===== src/rtl/rpz_pkg.sv =====
// rpz_pkg: shared constants, register indexes and controller/datapath structs
// for the rssi proximity zone classifier; depends on nothing
package rpz_pkg;

    localparam int DEPTH_DEF  = 8;

    localparam int CFG_IDX_W  = 3;
    localparam int CFG_DATA_W = 16;

    localparam logic [CFG_IDX_W-1:0] REG_FAR_LEVEL   = 3'd0;
    localparam logic [CFG_IDX_W-1:0] REG_NEAR_LEVEL  = 3'd1;
    localparam logic [CFG_IDX_W-1:0] REG_ZONE2_ENTRY = 3'd2;
    localparam logic [CFG_IDX_W-1:0] REG_ZONE3_ENTRY = 3'd3;
    localparam logic [CFG_IDX_W-1:0] REG_ZONE4_ENTRY = 3'd4;
    localparam logic [CFG_IDX_W-1:0] REG_ZONE5_ENTRY = 3'd5;
    localparam logic [CFG_IDX_W-1:0] REG_HYSTERESIS  = 3'd6;
    localparam logic [CFG_IDX_W-1:0] REG_TIMEOUT_MS  = 3'd7;

    localparam logic signed [7:0] FAR_RST   = -8'sd90;
    localparam logic signed [7:0] NEAR_RST  = -8'sd50;
    localparam logic signed [7:0] ZONE2_RST = -8'sd80;
    localparam logic signed [7:0] ZONE3_RST = -8'sd70;
    localparam logic signed [7:0] ZONE4_RST = -8'sd60;
    localparam logic signed [7:0] ZONE5_RST = -8'sd50;
    localparam logic [5:0]        HYST_RST  = 6'd3;
    localparam logic [15:0]       TMO_RST   = 16'd2000;

    localparam int IDLE_W = 17;

    localparam logic [2:0] ZONE_1 = 3'd1;
    localparam logic [2:0] ZONE_2 = 3'd2;
    localparam logic [2:0] ZONE_3 = 3'd3;
    localparam logic [2:0] ZONE_4 = 3'd4;
    localparam logic [2:0] ZONE_5 = 3'd5;

    localparam logic [7:0] BRT_MIN = 8'd0;
    localparam logic [7:0] BRT_MAX = 8'd255;

    localparam int DIV_N_W   = 16;
    localparam int DIV_D_W   = 9;
    localparam int DIV_CNT_W = 5;

    typedef struct packed {
        logic in_ready;
        logic sample_upd;
        logic classify;
        logic tick_upd;
        logic brt_eval;
        logic brt_done;
        logic out_load;
    } rpz_cmd_t;

    typedef struct packed {
        logic in_valid;
        logic in_tick;
        logic avg_done;
        logic div_done;
        logic brt_sat;
        logic out_free;
    } rpz_stat_t;

endpackage


===== src/rtl/rpz_if.sv =====
// rpz_if: valid/ready channel interfaces for input words, result words and
// configuration writes; depends on rpz_pkg
interface rpz_item_if ();
    logic              valid;
    logic              ready;
    logic              req_type;
    logic signed [7:0] rssi_dbm;

    modport source (output valid, req_type, rssi_dbm, input ready);
    modport sink   (input valid, req_type, rssi_dbm, output ready);
endinterface

interface rpz_result_if ();
    logic              valid;
    logic              ready;
    logic signed [7:0] smoothed_dbm;
    logic [2:0]        zone;
    logic [7:0]        brightness;
    logic              signal_present;
    logic              signal_lost_event;
    logic              searching;

    modport source (output valid, smoothed_dbm, zone, brightness, signal_present,
                    signal_lost_event, searching, input ready);
    modport sink   (input valid, smoothed_dbm, zone, brightness, signal_present,
                    signal_lost_event, searching, output ready);
endinterface

interface rpz_cfg_if import rpz_pkg::*; ();
    logic                  valid;
    logic                  ready;
    logic [CFG_IDX_W-1:0]  index;
    logic [CFG_DATA_W-1:0] data;

    modport source (output valid, index, data, input ready);
    modport sink   (input valid, index, data, output ready);
endinterface


===== src/rtl/rpz_ram.sv =====
// rpz_ram: generic single write port ram with registered read
// depends on nothing
module rpz_ram #(
    parameter int WIDTH = 8,
    parameter int DEPTH = 8
) (
    input  logic                     clk,
    input  logic                     we,
    input  logic [$clog2(DEPTH)-1:0] waddr,
    input  logic [WIDTH-1:0]         wdata,
    input  logic                     re,
    input  logic [$clog2(DEPTH)-1:0] raddr,
    output logic [WIDTH-1:0]         rdata
);

    logic [WIDTH-1:0] mem_reg [DEPTH];
    logic [WIDTH-1:0] rdata_reg;

    always_ff @(posedge clk)
    begin
        if (we)
        begin
            mem_reg[waddr] <= wdata;
        end
        if (re)
        begin
            rdata_reg <= mem_reg[raddr];
        end
    end

    assign rdata = rdata_reg;

endmodule


===== src/rtl/rpz_div.sv =====
// rpz_div: unsigned restoring divider, one quotient bit per cycle
// depends on rpz_pkg
module rpz_div import rpz_pkg::*; (
    input  logic               clk,
    input  logic               rst_n,
    input  logic               start,
    input  logic [DIV_N_W-1:0] dividend,
    input  logic [DIV_D_W-1:0] divisor,
    output logic               done,
    output logic [DIV_N_W-1:0] quotient
);

    logic                 busy_reg;
    logic                 done_reg;
    logic [DIV_CNT_W-1:0] cnt_reg;
    logic [DIV_D_W-1:0]   rem_reg;
    logic [DIV_N_W-1:0]   quo_reg;
    logic [DIV_D_W-1:0]   dvs_reg;

    logic [DIV_D_W:0]     rem_sh;
    logic [DIV_D_W:0]     rem_dif;
    logic                 fits;
    logic [DIV_D_W-1:0]   rem_next;

    always_comb
    begin
        rem_sh   = {rem_reg, quo_reg[DIV_N_W-1]};
        rem_dif  = rem_sh - {1'b0, dvs_reg};
        fits     = rem_sh >= {1'b0, dvs_reg};
        rem_next = fits ? rem_dif[DIV_D_W-1:0] : rem_sh[DIV_D_W-1:0];
    end

    always_ff @(posedge clk or negedge rst_n)
    begin
        if (!rst_n)
        begin
            busy_reg <= 1'b0;
            done_reg <= 1'b0;
            cnt_reg  <= '0;
        end
        else
        begin
            done_reg <= 1'b0;
            if (start)
            begin
                busy_reg <= 1'b1;
                cnt_reg  <= DIV_CNT_W'(DIV_N_W);
            end
            else if (busy_reg)
            begin
                cnt_reg <= cnt_reg - 1'b1;
                if (cnt_reg == DIV_CNT_W'(1))
                begin
                    busy_reg <= 1'b0;
                    done_reg <= 1'b1;
                end
            end
        end
    end

    always_ff @(posedge clk)
    begin
        if (start)
        begin
            rem_reg <= '0;
            quo_reg <= dividend;
            dvs_reg <= divisor;
        end
        else if (busy_reg)
        begin
            rem_reg <= rem_next;
            quo_reg <= {quo_reg[DIV_N_W-2:0], fits};
        end
    end

    assign done     = done_reg;
    assign quotient = quo_reg;

endmodule


===== src/rtl/rpz_datapath.sv =====
// rpz_datapath: configuration registers, sample ring, running sum, zone
// hysteresis, brightness and output register; depends on rpz_pkg, rpz_if,
// rpz_ram and rpz_div
module rpz_datapath import rpz_pkg::*; #(
    parameter int DEPTH = DEPTH_DEF
) (
    input  logic         clk,
    input  logic         rst_n,
    rpz_item_if.sink     item,
    rpz_result_if.source result,
    rpz_cfg_if.sink      cfg,
    input  rpz_cmd_t     cmd,
    output rpz_stat_t    stat
);

    localparam int PTR_W  = $clog2(DEPTH);
    localparam int SUM_W  = PTR_W + 8;
    localparam int SEED_W = $clog2(DEPTH + 1);
    localparam int AVG_SH = SUM_W + PTR_W;
    localparam int AVG_MUL = ((1 << AVG_SH) + DEPTH - 1) / DEPTH;
    localparam logic [PTR_W-1:0]        PTR_LAST  = PTR_W'(DEPTH - 1);
    localparam logic [SEED_W-1:0]       SEED_FULL = SEED_W'(DEPTH);
    localparam logic signed [SUM_W-1:0] DEPTH_S   = SUM_W'(DEPTH);
    localparam logic signed [SUM_W-1:0] SUM_RST   = SUM_W'(int'(FAR_RST) * DEPTH);
    localparam logic [IDLE_W-1:0]       IDLE_MAX  = '1;
    localparam logic [AVG_SH-1:0]       AVG_MUL_C = AVG_SH'(AVG_MUL);

    // configuration registers
    logic signed [7:0] far_reg;
    logic signed [7:0] near_reg;
    logic signed [7:0] z2_reg;
    logic signed [7:0] z3_reg;
    logic signed [7:0] z4_reg;
    logic signed [7:0] z5_reg;
    logic [5:0]        hyst_reg;
    logic [15:0]       tmo_reg;

    // block state
    logic [PTR_W-1:0]        ptr_reg;
    logic [DEPTH-1:0]        valid_reg;
    logic signed [7:0]       fill_reg;
    logic signed [SUM_W-1:0] sum_reg;
    logic                    avg_busy_reg;
    logic                    avg_done_reg;
    logic signed [7:0]       avg_reg;
    logic [2:0]              zone_reg;
    logic [IDLE_W-1:0]       idle_reg;
    logic                    link_reg;
    logic [SEED_W-1:0]       seed_reg;
    logic signed [7:0]       last_reg;
    logic                    lost_reg;
    logic [7:0]              bright_reg;
    logic signed [7:0]       rssi_reg;

    // output word
    logic              out_valid_reg;
    logic signed [7:0] out_smoothed_reg;
    logic [2:0]        out_zone_reg;
    logic [7:0]        out_bright_reg;
    logic              out_present_reg;
    logic              out_lost_reg;
    logic              out_search_reg;

    logic                    accept;
    logic [7:0]              ram_rdata;
    logic signed [7:0]       old_val;
    logic signed [SUM_W-1:0] sum_upd;
    logic [SUM_W-1:0]        sum_mag;
    logic [PTR_W-1:0]        ptr_next;

    logic                    div_start;
    logic [DIV_N_W-1:0]      div_dvd;
    logic [DIV_D_W-1:0]      div_dvs;
    logic                    div_done;
    logic [DIV_N_W-1:0]      div_quo;

    logic [SUM_W+AVG_SH-1:0] avg_prod;
    logic [7:0]              avg_mag;
    logic signed [7:0]       avg;
    logic [2:0]              raw_zone;
    logic signed [7:0]       entry_cur;
    logic signed [9:0]       thr_down;
    logic [2:0]              zone_next;

    logic [IDLE_W-1:0]       idle_inc;
    logic                    lost_now;

    logic                    brt_lo;
    logic                    brt_hi;
    logic [8:0]              brt_diff;
    logic [16:0]             brt_prod;
    logic [DIV_D_W-1:0]      brt_den;

    assign accept     = cmd.in_ready & item.valid;
    assign item.ready = cmd.in_ready;
    assign cfg.ready  = 1'b1;

    always_ff @(posedge clk or negedge rst_n)
    begin
        if (!rst_n)
        begin
            far_reg  <= FAR_RST;
            near_reg <= NEAR_RST;
            z2_reg   <= ZONE2_RST;
            z3_reg   <= ZONE3_RST;
            z4_reg   <= ZONE4_RST;
            z5_reg   <= ZONE5_RST;
            hyst_reg <= HYST_RST;
            tmo_reg  <= TMO_RST;
        end
        else if (cfg.valid)
        begin
            unique case (cfg.index)
                REG_FAR_LEVEL:   far_reg  <= cfg.data[7:0];
                REG_NEAR_LEVEL:  near_reg <= cfg.data[7:0];
                REG_ZONE2_ENTRY: z2_reg   <= cfg.data[7:0];
                REG_ZONE3_ENTRY: z3_reg   <= cfg.data[7:0];
                REG_ZONE4_ENTRY: z4_reg   <= cfg.data[7:0];
                REG_ZONE5_ENTRY: z5_reg   <= cfg.data[7:0];
                REG_HYSTERESIS:  hyst_reg <= cfg.data[5:0];
                REG_TIMEOUT_MS:  tmo_reg  <= cfg.data[15:0];
                default: ;
            endcase
        end
    end

    rpz_ram #(
        .WIDTH (8),
        .DEPTH (DEPTH)
    ) u_ring (
        .clk   (clk),
        .we    (cmd.sample_upd),
        .waddr (ptr_reg),
        .wdata (rssi_reg),
        .re    (accept),
        .raddr (ptr_reg),
        .rdata (ram_rdata)
    );

    // entries not written since reset or signal loss read as the fill level
    always_comb
    begin
        old_val  = valid_reg[ptr_reg] ? $signed(ram_rdata) : fill_reg;
        sum_upd  = sum_reg - SUM_W'(old_val) + SUM_W'(rssi_reg);
        ptr_next = (ptr_reg == PTR_LAST) ? '0 : ptr_reg + 1'b1;
    end

    // average quotient back to signed, truncated toward zero
    always_comb
    begin
        sum_mag  = sum_reg[SUM_W-1] ? -sum_reg : sum_reg;
        avg_prod = (SUM_W+AVG_SH)'(sum_mag) * (SUM_W+AVG_SH)'(AVG_MUL_C);
        avg_mag  = avg_prod[AVG_SH +: 8];
        avg      = sum_reg[SUM_W-1] ? -$signed(avg_mag) : $signed(avg_mag);
    end

    always_comb
    begin
        if (avg_reg >= z5_reg)
        begin
            raw_zone = ZONE_5;
        end
        else if (avg_reg >= z4_reg)
        begin
            raw_zone = ZONE_4;
        end
        else if (avg_reg >= z3_reg)
        begin
            raw_zone = ZONE_3;
        end
        else if (avg_reg >= z2_reg)
        begin
            raw_zone = ZONE_2;
        end
        else
        begin
            raw_zone = ZONE_1;
        end

        unique case (zone_reg)
            ZONE_2:  entry_cur = z2_reg;
            ZONE_3:  entry_cur = z3_reg;
            ZONE_4:  entry_cur = z4_reg;
            ZONE_5:  entry_cur = z5_reg;
            default: entry_cur = 8'sd0;
        endcase

        thr_down = 10'(entry_cur) - $signed({4'b0000, hyst_reg});

        zone_next = zone_reg;
        if (raw_zone > zone_reg)
        begin
            zone_next = raw_zone;
        end
        else if (raw_zone < zone_reg && 10'(avg_reg) < thr_down)
        begin
            zone_next = raw_zone;
        end
    end

    always_comb
    begin
        idle_inc = (idle_reg == IDLE_MAX) ? idle_reg : idle_reg + 1'b1;
        lost_now = link_reg && (idle_inc > {1'b0, tmo_reg});
    end

    // brightness: (s - far) * 255 / (near - far) between the two levels
    always_comb
    begin
        brt_lo   = last_reg <= far_reg;
        brt_hi   = last_reg >= near_reg;
        brt_diff = {last_reg[7], last_reg} - {far_reg[7], far_reg};
        brt_prod = {brt_diff, 8'h00} - {8'h00, brt_diff};
        brt_den  = {near_reg[7], near_reg} - {far_reg[7], far_reg};
    end

    always_comb
    begin
        div_start = cmd.brt_eval & ~(brt_lo | brt_hi);
        div_dvd   = brt_prod[DIV_N_W-1:0];
        div_dvs   = brt_den;
    end

    rpz_div u_div (
        .clk      (clk),
        .rst_n    (rst_n),
        .start    (div_start),
        .dividend (div_dvd),
        .divisor  (div_dvs),
        .done     (div_done),
        .quotient (div_quo)
    );

    always_ff @(posedge clk or negedge rst_n)
    begin
        if (!rst_n)
        begin
            ptr_reg      <= '0;
            valid_reg    <= '0;
            fill_reg     <= FAR_RST;
            sum_reg      <= SUM_RST;
            avg_busy_reg <= 1'b0;
            avg_done_reg <= 1'b0;
            zone_reg     <= ZONE_1;
            idle_reg     <= '0;
            link_reg     <= 1'b0;
            seed_reg     <= '0;
            last_reg     <= FAR_RST;
            lost_reg     <= 1'b0;
        end
        else
        begin
            avg_busy_reg <= cmd.sample_upd;
            avg_done_reg <= avg_busy_reg;
            if (cmd.sample_upd)
            begin
                sum_reg            <= sum_upd;
                valid_reg[ptr_reg] <= 1'b1;
                ptr_reg            <= ptr_next;
                idle_reg           <= '0;
                link_reg           <= 1'b1;
                lost_reg           <= 1'b0;
                if (seed_reg != SEED_FULL)
                begin
                    seed_reg <= seed_reg + 1'b1;
                end
            end
            if (cmd.classify)
            begin
                last_reg <= avg_reg;
                zone_reg <= zone_next;
            end
            if (cmd.tick_upd)
            begin
                idle_reg <= idle_inc;
                lost_reg <= lost_now;
                if (lost_now)
                begin
                    link_reg  <= 1'b0;
                    zone_reg  <= ZONE_1;
                    valid_reg <= '0;
                    fill_reg  <= far_reg;
                    sum_reg   <= SUM_W'(far_reg) * DEPTH_S;
                    last_reg  <= far_reg;
                end
            end
        end
    end

    always_ff @(posedge clk)
    begin
        if (accept)
        begin
            rssi_reg <= item.rssi_dbm;
        end
        if (avg_busy_reg)
        begin
            avg_reg <= avg;
        end
        if (cmd.brt_eval)
        begin
            if (brt_lo)
            begin
                bright_reg <= BRT_MIN;
            end
            else if (brt_hi)
            begin
                bright_reg <= BRT_MAX;
            end
        end
        if (cmd.brt_done)
        begin
            bright_reg <= div_quo[7:0];
        end
    end

    always_ff @(posedge clk or negedge rst_n)
    begin
        if (!rst_n)
        begin
            out_valid_reg <= 1'b0;
        end
        else if (cmd.out_load)
        begin
            out_valid_reg <= 1'b1;
        end
        else if (result.ready)
        begin
            out_valid_reg <= 1'b0;
        end
    end

    always_ff @(posedge clk)
    begin
        if (cmd.out_load)
        begin
            out_smoothed_reg <= last_reg;
            out_zone_reg     <= zone_reg;
            out_bright_reg   <= bright_reg;
            out_present_reg  <= link_reg;
            out_lost_reg     <= lost_reg;
            out_search_reg   <= seed_reg != SEED_FULL;
        end
    end

    assign result.valid             = out_valid_reg;
    assign result.smoothed_dbm      = out_smoothed_reg;
    assign result.zone              = out_zone_reg;
    assign result.brightness        = out_bright_reg;
    assign result.signal_present    = out_present_reg;
    assign result.signal_lost_event = out_lost_reg;
    assign result.searching         = out_search_reg;

    assign stat.in_valid = item.valid;
    assign stat.in_tick  = item.req_type;
    assign stat.avg_done = avg_done_reg;
    assign stat.div_done = div_done;
    assign stat.brt_sat  = brt_lo | brt_hi;
    assign stat.out_free = ~out_valid_reg | result.ready;

endmodule


===== src/rtl/rpz_ctrl.sv =====
// rpz_ctrl: sequencing state machine for one word at a time
// depends on rpz_pkg
module rpz_ctrl import rpz_pkg::*; (
    input  logic      clk,
    input  logic      rst_n,
    input  rpz_stat_t stat,
    output rpz_cmd_t  cmd
);

    localparam logic [2:0] ST_IDLE     = 3'd0;
    localparam logic [2:0] ST_UPD      = 3'd1;
    localparam logic [2:0] ST_TICK     = 3'd2;
    localparam logic [2:0] ST_WAIT_AVG = 3'd3;
    localparam logic [2:0] ST_BRT      = 3'd4;
    localparam logic [2:0] ST_WAIT_BRT = 3'd5;
    localparam logic [2:0] ST_OUT      = 3'd6;

    logic [2:0] state_reg;
    logic [2:0] state_next;

    always_comb
    begin
        state_next = state_reg;
        cmd        = '0;
        unique case (state_reg)
            ST_IDLE:
            begin
                cmd.in_ready = 1'b1;
                if (stat.in_valid)
                begin
                    state_next = stat.in_tick ? ST_TICK : ST_UPD;
                end
            end
            ST_UPD:
            begin
                cmd.sample_upd = 1'b1;
                state_next     = ST_WAIT_AVG;
            end
            ST_TICK:
            begin
                cmd.tick_upd = 1'b1;
                state_next   = ST_BRT;
            end
            ST_WAIT_AVG:
            begin
                if (stat.avg_done)
                begin
                    cmd.classify = 1'b1;
                    state_next   = ST_BRT;
                end
            end
            ST_BRT:
            begin
                cmd.brt_eval = 1'b1;
                state_next   = stat.brt_sat ? ST_OUT : ST_WAIT_BRT;
            end
            ST_WAIT_BRT:
            begin
                if (stat.div_done)
                begin
                    cmd.brt_done = 1'b1;
                    state_next   = ST_OUT;
                end
            end
            ST_OUT:
            begin
                if (stat.out_free)
                begin
                    cmd.out_load = 1'b1;
                    state_next   = ST_IDLE;
                end
            end
            default:
            begin
                state_next = ST_IDLE;
            end
        endcase
    end

    always_ff @(posedge clk or negedge rst_n)
    begin
        if (!rst_n)
        begin
            state_reg <= ST_IDLE;
        end
        else
        begin
            state_reg <= state_next;
        end
    end

endmodule


===== src/rtl/rssi_proximity_zone_classifier_top.sv =====
// rssi_proximity_zone_classifier_top: sample: ring update, average, classify,
// brightness, output; tick: timeout check, brightness, output; divide if needed
// throughput: one word in flight; the next is taken the cycle after the result
// is loaded; the 16-step brightness divider sets the worst case
// reset: async active low, config to defaults, ring reads as far level at once
// depends on rpz_pkg, rpz_if, rpz_ctrl and rpz_datapath
module rssi_proximity_zone_classifier_top import rpz_pkg::*; #(
    parameter int DEPTH = DEPTH_DEF
) (
    input  logic         clk,
    input  logic         rst_n,
    rpz_item_if.sink     item,
    rpz_result_if.source result,
    rpz_cfg_if.sink      cfg
);

    rpz_cmd_t  cmd;
    rpz_stat_t stat;

    rpz_ctrl u_ctrl (
        .clk   (clk),
        .rst_n (rst_n),
        .stat  (stat),
        .cmd   (cmd)
    );

    rpz_datapath #(
        .DEPTH (DEPTH)
    ) u_datapath (
        .clk    (clk),
        .rst_n  (rst_n),
        .item   (item),
        .result (result),
        .cfg    (cfg),
        .cmd    (cmd),
        .stat   (stat)
    );

    a_busy_after_accept: assert property (@(posedge clk) disable iff (!rst_n)
        item.valid && item.ready |=> !item.ready)
        else $error("word accepted while previous word in flight");

    a_cmd_onehot: assert property (@(posedge clk) disable iff (!rst_n)
        $onehot0(cmd))
        else $error("more than one datapath command at once");

    a_loss_resets_zone: assert property (@(posedge clk) disable iff (!rst_n)
        result.valid && result.signal_lost_event |->
            !result.signal_present && result.zone == ZONE_1)
        else $error("signal loss without zone reset");

    a_zone_range: assert property (@(posedge clk) disable iff (!rst_n)
        result.valid |-> result.zone >= ZONE_1 && result.zone <= ZONE_5)
        else $error("zone out of range");

endmodule


===== src/flat_wrapper.sv =====
// flat-port wrapper written by rule: the top's interface ports become plain ports
module rssi_proximity_zone_classifier_top_flat import rpz_pkg::*;
#(
    parameter int DEPTH = DEPTH_DEF
)
  (clk, rst_n, item_valid, item_req_type, item_rssi_dbm, item_ready, result_valid, result_smoothed_dbm, result_zone, result_brightness, result_signal_present, result_signal_lost_event, result_searching, result_ready, cfg_valid, cfg_index, cfg_data, cfg_ready);
  rpz_item_if item_i ();
  rpz_result_if result_i ();
  rpz_cfg_if cfg_i ();
  input  logic clk;
  input  logic rst_n;
  input wire logic [$bits(item_i.valid)-1:0] item_valid;
  input wire logic [$bits(item_i.req_type)-1:0] item_req_type;
  input wire logic [$bits(item_i.rssi_dbm)-1:0] item_rssi_dbm;
  output wire logic [$bits(item_i.ready)-1:0] item_ready;
  output wire logic [$bits(result_i.valid)-1:0] result_valid;
  output wire logic [$bits(result_i.smoothed_dbm)-1:0] result_smoothed_dbm;
  output wire logic [$bits(result_i.zone)-1:0] result_zone;
  output wire logic [$bits(result_i.brightness)-1:0] result_brightness;
  output wire logic [$bits(result_i.signal_present)-1:0] result_signal_present;
  output wire logic [$bits(result_i.signal_lost_event)-1:0] result_signal_lost_event;
  output wire logic [$bits(result_i.searching)-1:0] result_searching;
  input wire logic [$bits(result_i.ready)-1:0] result_ready;
  input wire logic [$bits(cfg_i.valid)-1:0] cfg_valid;
  input wire logic [$bits(cfg_i.index)-1:0] cfg_index;
  input wire logic [$bits(cfg_i.data)-1:0] cfg_data;
  output wire logic [$bits(cfg_i.ready)-1:0] cfg_ready;
  assign item_i.valid = item_valid;
  assign item_i.req_type = item_req_type;
  assign item_i.rssi_dbm = item_rssi_dbm;
  assign item_ready = item_i.ready;
  assign result_valid = result_i.valid;
  assign result_smoothed_dbm = result_i.smoothed_dbm;
  assign result_zone = result_i.zone;
  assign result_brightness = result_i.brightness;
  assign result_signal_present = result_i.signal_present;
  assign result_signal_lost_event = result_i.signal_lost_event;
  assign result_searching = result_i.searching;
  assign result_i.ready = result_ready;
  assign cfg_i.valid = cfg_valid;
  assign cfg_i.index = cfg_index;
  assign cfg_i.data = cfg_data;
  assign cfg_ready = cfg_i.ready;
  rssi_proximity_zone_classifier_top #(.DEPTH(DEPTH)) u_core (.clk(clk), .rst_n(rst_n), .item(item_i), .result(result_i), .cfg(cfg_i));
endmodule

===== config.mk =====
export PLATFORM = sky130hd
export DESIGN_NAME = rssi_proximity_zone_classifier_top_flat
export DESIGN_NICKNAME = d
export VERILOG_FILES = /design/src/rtl/rpz_pkg.sv /design/src/rtl/rpz_if.sv /design/src/rtl/rpz_ram.sv /design/src/rtl/rpz_div.sv /design/src/rtl/rpz_datapath.sv /design/src/rtl/rpz_ctrl.sv /design/src/rtl/rssi_proximity_zone_classifier_top.sv /design/src/flat_wrapper.sv
export SDC_FILE = /design/constraint.sdc
export NUM_CORES = 1
export LEC_CHECK = 0
export CAP_MARGIN = 20
export CORE_ASPECT_RATIO = 1.1
export CORE_MARGIN = 5
export CORE_UTILIZATION = 45
export DETAILED_ROUTE_END_ITERATION = 10
export DONT_BUFFER_PORTS = 1
export SETUP_SLACK_MARGIN = 0.2
export SYNTH_ARGS = -nofsm -noshare
export SYNTH_HDL_FRONTEND = slang
export SYNTH_SLANG_ARGS = --single-unit

===== constraint.sdc =====
create_clock -name clk -period 6.7 [get_ports clk]
set_clock_uncertainty 0.1 [all_clocks]
set_input_delay 1.34 -clock clk [delete_from_list [all_inputs] [get_ports clk]]
set_output_delay 1.34 -clock clk [all_outputs]
set_load 0.05 [all_outputs]

## After elaboration in Yosys (flattened, before gate mapping)

Memories as Yosys holds them, arrays and structs flattened. A register that Yosys moved wholly into a read port is not among the register bits.
Cells that the tools add are included.

- Multiplexer cells: 71
- Bitwise logic cells: 7
- Reduce and logical (&&, ||, !) cells: 22
- Add/subtract/negate cells: 13
- Eq/ne operators: 25
- $lt $le $gt $ge: 13

Operators with widths:

| operator | count |
|---|---|
| two-way mux 8 bit | 12 |
| two-way mux 17 bit | 3 |
| two-way mux 11 bit | 4 |
| greater-or-equal comparator 8 bit | 5 |
| two-way mux 3 bit | 12 |
| two-way mux 16 bit | 2 |
| case mux 8 bit (4 select lines) | 1 |
| equality test 3 bit, second input constant | 10 |
| two-way mux 1 bit | 27 |
| AND reduction 2 bit | 11 |
| case mux 3 bit (7 select lines) | 1 |
| equality test 3 x 2 -> 1 bit, second input constant | 6 |
| subtractor 8 x 8 -> 9 bit | 2 |
| adder 17 x 1 -> 17 bit, second input constant | 1 |
| equality test 17 bit, second input constant | 1 |
| > comparator 17 x 16 -> 1 bit | 1 |
| subtractor 16 x 9 -> 16 bit | 1 |
| adder 11 x 8 -> 11 bit | 1 |
| negator 11 bit | 1 |
| subtractor 11 x 8 -> 11 bit | 1 |
| greater-or-equal comparator 10 x 9 -> 1 bit | 1 |
| two-way mux 5 bit | 2 |
| < comparator 8 x 9 -> 1 bit | 1 |
| two-way mux 9 bit | 1 |
| other kinds (28) | 43 |

- Output and inout bits: 25
- Memories kept: 1
- RAM bits: 64
- Word-level logic and storage cells: 189
- Input bits: 33
- Bits in registers: 227

Memories:

| name | words | bits a word | read ports | clocked after memory_dff | wr ports | line | RTL |
|---|---|---|---|---|---|---|---|
| u_core.u_datapath.u_ring.mem_reg | 8 | 8 | 1 | 1 | 1 | rpz_ram.sv:16 | `logic [WIDTH-1:0] mem_reg [DEPTH];` |

## Longest topological paths before layout

Gate-level depths: netlist of run 1.

- Depth after elaboration: 12
- Depth in mapped cells: 20
- Gate-level depth less buffers: 20

## Modules after synthesis

A second synthesis of run 1 with hierarchy kept.

- Cell total of the unflattened synthesis: 1440
- Area total of the unflattened synthesis: 16610.9 µm²

Modules (own cells, without submodules):

| module | cells an instance | area an instance (µm²) | sequential area each (µm²) | times used |
|---|---|---|---|---|
| rpz_datapath | 1115 | 11384.7 | 4867.2 | 1 |
| rpz_ram | 114 | 2771.4 | 2162.1 | 1 |
| rpz_div | 175 | 2154.6 | 1106.1 | 1 |
| rpz_ctrl | 36 | 300.3 | 75.1 | 1 |

## Least setup slack after synthesis of run 1

OpenSTA, ideal clock, no wires.

- Path type: reg-to-reg
- From: register u_core.u_datapath.ptr_reg[1]
- To: register u_core.u_datapath.sum_reg[10]
- Cell stages (with the launch flop): 14
- Library setup time: 77 ps
- Arrival: 3785 ps
- Setup slack: 2738 ps
- Required time: 6523 ps
- Period minus slack after synthesis: 3962 ps
- Buffers on the path: 1
- Path through: dfrtp_1 > buf_6 > mux4_2 > mux2i_4 > mux2_2 > fa_1 > fa_1 > nor2b_1 > o31a_1 > o21ai_0 > o21a_1 > xor2_1 > or3_1 > a31oi_1

- Word-level cells in the longest chain between the ends: 8

Ends and longest elaborated chain:

| element | line | RTL |
|---|---|---|
| start, declared | rpz_datapath.sv:39 | `logic [PTR_W-1:0] ptr_reg;` |
| start signal, assigned | rpz_datapath.sv:259 | `ptr_reg <= ptr_next;` |
| binary-select mux 1 bit (select 3 bit) (*) | rpz_datapath.sv:143 | `old_val = valid_reg[ptr_reg] ? $signed(ram_rdata) : fill_reg;` |
| two-way mux 1 bit (not written as such) (*) | rpz_datapath.sv:143 |  |
| two-way mux 8 bit (*) | rpz_datapath.sv:143 |  |
| subtractor 11 x 8 -> 11 bit (*) | rpz_datapath.sv:144 | `sum_upd = sum_reg - SUM_W'(old_val) + SUM_W'(rssi_reg);` |
| adder 11 x 8 -> 11 bit (*) | rpz_datapath.sv:144 |  |
| two-way mux 11 bit (*) | rpz_datapath.sv:255 | `if (cmd.sample_upd)` |
| two-way mux 11 bit | rpz_datapath.sv:277 | `if (lost_now)` |
| two-way mux 11 bit (*) | rpz_datapath.sv:273 | `if (cmd.tick_upd)` |
| end signal, assigned | rpz_datapath.sv:257 | `sum_reg <= sum_upd;` |
| end signal, assigned | rpz_datapath.sv:283 | `sum_reg <= SUM_W'(far_reg) * DEPTH_S;` |
| end, declared | rpz_datapath.sv:42 | `logic signed [SUM_W-1:0] sum_reg;` |

Every way passes the cells marked *; elsewhere a longest branch is shown, timed or not. The select of a mux whose other input is x is not followed.
A chain may end at the register's enable or synchronous reset.

## Final worst setup path of run 1

- From: register u_core.u_datapath.idle_reg[3]
- To: register u_core.u_datapath.sum_reg[6]

- Word-level cells in the longest chain between the ends: 6
- Elaborated cells between the ends (all ways): 7
- Those cells by class: add/sub: 1; order compare: 1; eq/ne: 1; mux: 3; reduce/logical: 1

Ends and longest elaborated chain:

| element | line | RTL |
|---|---|---|
| start, declared | rpz_datapath.sv:47 | `logic [IDLE_W-1:0] idle_reg;` |
| start signal, assigned | rpz_datapath.sv:275 | `idle_reg <= idle_inc;` |
| adder 17 x 1 -> 17 bit / equality test 17 bit (equally long branches) | rpz_datapath.sv:203 | `idle_inc = (idle_reg == IDLE_MAX) ? idle_reg : idle_reg + 1'b1;` |
| two-way mux 17 bit (*) | rpz_datapath.sv:203 |  |
| > comparator 17 x 16 -> 1 bit (*) | rpz_datapath.sv:204 | `lost_now = link_reg && (idle_inc > {1'b0, tmo_reg});` |
| logical AND 1 bit (*) | rpz_datapath.sv:204 |  |
| two-way mux 11 bit (*) | rpz_datapath.sv:277 |  |
| two-way mux 11 bit (*) | rpz_datapath.sv:273 |  |

Every way passes the cells marked *; elsewhere a longest branch is shown, timed or not.

==> results of run 1 <==
Yosys cell counts (all sizes together), types with 4 or more instances:
library cell  count
a31oi            17
a221oi            6
nand2           124
o22ai             7
nor2b            21
o211ai            4
fa               14
a21o             16
edfxtp          143
clkbuf           40
dfxtp             9
nand3b            5
o31ai            11
a21oi            71
o21bai            4
xnor2            43
nand4            13
nand2b           22
mux4             18
nor2             80
mux2             60
ha              119
nor3b             6
and3             10
a41o              8
nor3             19
a22o              5
a211o             4
dfstp            46
a221o             4
o21a             19
o21ai           104
buf              12
or3               6
nand4b            5
a211oi            8
mux2i            22
or2               4
nand3            30
xor2             20
and2             12
inv             148
a21boi            5
dfrtp           101
per-stage QoR:
stage	total power, mW	hold WS [ns]
after CTS	8.943	0.3204
after global placement	7.108	0.3036
after global routing	9.603	0.3319
after floorplan	6.228	0.3003
after detailed placement	7.203	0.3065
final	8.854	0.3228
worst min path at each step:
stage	start	to	slack, ns	depth (start not counted)
after floorplan	u_core.u_datapath.bright_reg[0]	u_core.u_datapath.result.brightness[0]	0.30	0
after global routing	u_core.u_datapath.bright_reg[6]	u_core.u_datapath.result.brightness[6]	0.33	0
after CTS	u_core.u_datapath.bright_reg[6]	u_core.u_datapath.result.brightness[6]	0.32	0
final	u_core.u_datapath.bright_reg[6]	u_core.u_datapath.result.brightness[6]	0.32	0
after global placement	u_core.u_datapath.bright_reg[6]	u_core.u_datapath.result.brightness[6]	0.30	0
after detailed placement	u_core.u_datapath.bright_reg[6]	u_core.u_datapath.result.brightness[6]	0.31	0
logic make-up (layout without fill, tap and decap cells):
family / Yosys count / after routing / share of synthesized area, %
simple gates: 368 / 368 / 10.84
compound gates: 316 / 316 / 12.14
flops: 299 / 299 / 50.10
buf+inv: 200 / 226 / 4.688
fa+ha+maj: 133 / 133 / 10.80
mux: 100 / 100 / 8.040
xor+xnor: 63 / 63 / 3.367
other cells: 1 / 1 / 0.02288
layer usage:
layer  GRT usage [%]  share of wire, %  up-vias
met5               0             0.039        -
met4           5.177               2.3        2
met3           2.716               3.1       62
met2           31.65                51      156
met1           23.99                44     5220
li1                -                 -     5307
worst max-delay path, stage by stage (launching register included):
cell and delay [ns]:
dfrtp_1 0.45, and3_1 0.27, nor4bb_1 0.39, clkbuf_2 0.24, nand2_1 0.13, and2_1 0.26
nand3_1 0.17, xnor2_1 0.08, ha_1 0.29, nand4_1 0.12, nor2_1 0.12, nand3_1 0.11
o31a_1 0.34, a31oi_4 0.80, buf_4 0.33, nor2_1 0.07, a31oi_1 0.13
cells in the final DEF (no fill, tap or decap), types with 22 or more instances in the layout:
cell type,netlist,routed
a21oi_1,71,71
clkbuf_16,0,35
dfrtp_1,101,101
dfstp_2,46,46
edfxtp_1,143,143
ha_1,119,119
inv_1,147,147
mux2_2,59,59
nand2_1,124,124
nand2b_1,22,22
nand3_1,30,30
nor2_1,80,80
o21ai_0,104,104
xnor2_1,43,43
cell type report:
class	count	area, sq um	area share (%)
sequential	299	8210	45.64
multi-input combinational	981	7486	41.61
clock buffer	48	934.6	5.195
tap	487	609.3	3.387
inverter	148	555.5	3.088
timing repair buffer	18	133.9	0.7441
clock inverter	12	61.31	0.3408
where the power goes:
group	switching (mW)	leakage [nW]	internal [mW]
logic	2.24	3.87	1.77
registers	0.565	3.14	2.60
clock network	0.718	0.480	0.972
total	3.52	7.49	5.34
==> qor.txt, run 1 <==
Post-synthesis net count -> 1646
Initial antenna violation count -> 1
Number of enable flip-flop cells after synthesis -> 143
Max_cap viols -> 0
Post-DR wirelength/cell -> 18.21 um
Gp weighted congestion -> 0.8548
Reg2reg setup slack -> 2.23 ns
Yosys reg bits -> 299
First-pass GRT wire length -> 59.04 mm
Synth warn -> 0
Largest area contributor in the netlist -> edfxtp_1
Ys flop type -> edfxtp_1
Row Count -> 73
Max VDD drop -> 0.0002660 V
Detailed-route vias per instance -> 5.392
Vias -> 10750
Post-Route Utilization -> 49.87%
TritonCTS clock tree -> built
Gate Count Post-Synth -> 1480
Die area -> 40340 sq um
Global-route usage over all layers -> 18.28%
R2R Path End -> u_core.u_datapath.sum_reg[6]
Post-DP HPWL -> 25.69 mm
Setup crit end kind -> register
FILL cells -> 3229
# resized after CTS -> 0
Largest net degree at the start of global routing -> 148
Worst Hold Class -> register to register
Setup slack at placement -> 1.764 ns
Initial core utilization -> 45.42%
Sequential fraction of the synthesis area -> 50.10%
TNS Setup -> 0 ns
# nets final -> 1648
Root Buffer -> clkbuf_16
Setup crit end -> u_core.u_datapath.sum_reg[6]
Worst EP required -> 7.04 ns
Core Region -> 36080 sq um
Placement Cell Area -> 16980 sq um
Mean cell area of the mapped netlist -> 11.07 sq um
CTS Hold Bufs -> 0
Final setup fails -> 0
Die width -> 191.9 um
Port Buffers -> 0
Synth unique cells -> 74
DRT antenna net count -> 0
DRC -> 0
Final slew viol count -> 0
Clock Latency Late Sink -> 0.52 ns
Final Cell Area -> 17990 sq um
Min Tclk post-route -> 4.465 ns
Slew @ Worst Pin -> 0.9953 ns
Synthesis-to-finish area growth -> 9.788%
Status -> completed
Max reg flops -> 64
DRT Pass-1 Iters -> 5
Placed Cells -> 1931
Top cells by area, synth -> edfxtp_1 26%, dfrtp_1 15%, ha_1 9.1%
Total clock buffers created by CTS -> 34
Setup Buffers After CTS -> 0
Max Clk Rate -> 0.2239 GHz
PD cells -> 492.2 nW/um^2
RSZ-0062 raised after global routing -> false
Arrival time worst endpoint -> 4.81 ns
Crit share post-route -> 66.65%
Vias in the first global route -> 10910
Reg-to-Reg Start -> u_core.u_datapath.idle_reg[3]
I/O Pins -> 58
Critical path type -> register to register
Maximum clock insertion buffer count -> 3
Relative slew slack -> 33.36%
Wirelength, routed -> 36.30 mm
Die Ht -> 210.1 um
Maximum fanout along the worst path -> 33
CTS sink cnt -> 299
Fin cells -> 1993
H-tree depth -> 2
Final setup margin -> 2.235 ns
Reg2Reg Depth -> 16
Hold violation count in the final report -> 0
Antenna cells -> 0
DR iter-0 viols -> 623
Mapped Area -> 16390 sq um
Synth top area share -> 26.20%
Async SR Flop Fraction -> 49.16%
CP startpoint kind -> register
Share of post-route cells with drive strength above 1 -> 13.48%
Total grt overflow -> 0
Crit path from -> u_core.u_datapath.idle_reg[3]
Clock transition at path regs -> 0.06 ns
Leak Pwr -> 7.495 nW
No activity file was read; power rests on OpenSTA's default activity.
==> inputs of run 2 (changes only) <==
==> constraint.sdc (replaced) <==
create_clock -name clk -period 4.51 [get_ports clk]
set_clock_uncertainty 0.1 [all_clocks]
set_input_delay 0.902 -clock clk [delete_from_list [all_inputs] [get_ports clk]]
set_output_delay 0.902 -clock clk [all_outputs]
set_load 0.05 [all_outputs]
==> run 2 against run 1 <==
Die area did not move. Worst setup slack got worse by 1.8 ns. Critical path depth rose by 1. Via count rose by 2.8%. Combinational power rose by 51%. Final cell count rose by 1.2%. Non-clock buffer count rose by 21. Cell area rose by 1.8%. Sequential cell count did not move. Clock power rose by 62%. Global-route usage rose by 0.41 points. Critical endpoint is now u_core.u_datapath.zone_reg[2]. Highest routed layer is now met4.
==> qor.txt, run 2 (synthesized netlist as in run 1, its figures left out) <==
Critical path type -> register to register
Share of post-route cells with drive strength above 1 -> 15.57%
Most frequent cells in the layout -> 146 x inv_1, 143 x edfxtp_1, 124 x nand2_1
# nets final -> 1670
Slowest CP cell -> or3b_2
Maximum clock insertion buffer count -> 3
Min Hold Slack -> 0.1443 ns
Synthesis-to-finish area growth -> 11.82%
Setup slack at placement -> 0.1611 ns
Placed Cells -> 1947
PD cells -> 734.9 nW/um^2
Initial core utilization -> 45.42%
Fin cells -> 2016
Multi-input gate area -> 7497 sq um
H-tree depth -> 2
Global-route usage over all layers -> 18.70%
Antenna cells -> 0
Min Tclk post-route -> 4.066 ns
Root Buffer -> clkbuf_16
TNS Setup -> 0 ns
TritonCTS clock tree -> built
First-pass GRT wire length -> 60.32 mm
Total grt overflow -> 0
Register area -> 8215 sq um
Final slew viol count -> 0
Arrival time worst endpoint -> 4.37 ns
FILL cells -> 3240
DRT antenna net count -> 0
DRC -> 0
Final setup margin -> 0.4439 ns
Setup crit end kind -> register
Placement Cell Area -> 17090 sq um
DR iter-0 viols -> 462
Die width -> 191.9 um
Die area -> 40340 sq um
Status -> completed
Clock transition at path regs -> 0.06 ns
Port Buffers -> 0
Worst Hold Class -> input port to async pin
Final Cell Area -> 18320 sq um
Post-DP HPWL -> 25.91 mm
Die Ht -> 210.1 um
Maximum fanout along the worst path -> 5
Largest net degree at the start of global routing -> 102
Row Count -> 73
Crit-path max cell delay -> 0.48 ns
Gp weighted congestion -> 0.8401
Vias -> 11050
Hold violation count in the final report -> 0
Leak Pwr -> 7.683 nW
Slew @ Worst Pin -> 0.9748 ns
Vias in the first global route -> 11330
Max reg flops -> 64
Relative slew slack -> 34.73%
Core Region -> 36080 sq um
Total clock buffers created by CTS -> 35
Post-DR wirelength/cell -> 18.32 um
CP startpoint kind -> register
CTS sink cnt -> 299
Initial antenna violation count -> 0
Critical path cell sequence -> inv_2 > ha_1 > nand2b_1 > a21o_1 > a21oi_1 > o21ai_0 > a221o_1 > nor2_1 > nor2_1 > ha_1 > or3b_2 > a41oi_2 > nand3_1 > nor4_2 > or2_2 > nand3_1 > o211a_1
Commonest non-fill, non-tap cell in the layout -> inv_1
Crit share post-route -> 90.16%
Post-Route Utilization -> 50.79%
Worst EP required -> 4.82 ns
Worst path top cell family by delay -> simple AND/OR/NAND/NOR gates
Max Clk Rate -> 0.2459 GHz
Wirelength, routed -> 36.94 mm
Clock Latency Late Sink -> 0.51 ns
Final setup fails -> 0
Reg2reg setup slack -> 0.44 ns
I/O Pins -> 58
Overall power -> 13.47 mW
Max VDD drop -> 0.0003885 V
CP bufs+invs -> 1
DRT Pass-1 Iters -> 5
RSZ-0062 raised after global routing -> false
Detailed-route vias per instance -> 5.479
Max_cap viols -> 0
-- run 2: power breakdown --
part,switching (mW),internal (mW),leakage (nW)
combinational,3.34,2.70,3.99
clock,1.09,1.65,0.546
sequential,0.829,3.86,3.14
-- run 2: timing repair --
| item | in CTS | in global routing |
|---|---|---|
| setup endpoints to repair | 2 | 7 |
| setup buffers | 0 | 4 |
| pin swaps | 0 | 1 |
| hold buffers | 1 | 0 |
| resized for setup | 1 | 11 |
| endpoints found under the hold margin | 101 | 0 |
-- run 2: worst reg2reg max path: cells and delay by family, from the launching register on --
family | cells | cell delay, ns
compound gates | 6 | 1.35
fa+ha+maj | 2 | 0.42
buf+inv | 1 | 0.15
flops | 1 | 0.43
simple gates | 8 | 1.51
-- run 2: area by class of cell --
| cell class | count | area share (%) |
|---|---|---|
| Timing Repair Buffer | 39 | 1.864 |
| Multi-Input combinational cell | 981 | 40.92 |
| Inverter | 148 | 3.032 |
| Clock inverter | 18 | 0.9013 |
| Tap cell | 487 | 3.325 |
| Sequential cell | 299 | 44.83 |
| Clock buffer | 44 | 5.128 |
-- run 2: final timing paths --
check                                                start  depth (start not counted)                                      to
setup reg to reg              u_core.u_datapath.avg_reg[0]                         17           u_core.u_datapath.zone_reg[2]
min in group clk           u_core.u_datapath.bright_reg[5]                          0  u_core.u_datapath.result.brightness[5]
hold / removal                                       rst_n                          0           u_core.u_datapath.tmo_reg[10]
setup / recovery              u_core.u_datapath.avg_reg[0]                         17           u_core.u_datapath.zone_reg[2]
max in group asynchronous                            rst_n                          1            u_core.u_datapath.ptr_reg[1]
hold reg to reg            u_core.u_datapath.bright_reg[5]                          0  u_core.u_datapath.result.brightness[5]
-- run 2: routing by layer --
metal / global-route usage [%] / share of wire, % / vias up
met5: 0 / 0 / -
met1: 23.79 / 43 / 5433
met3: 2.600 / 3.2 / 82
met4: 7.555 / 4.1 / 0
li1: - / - / 5340
met2: 32.21 / 50 / 190
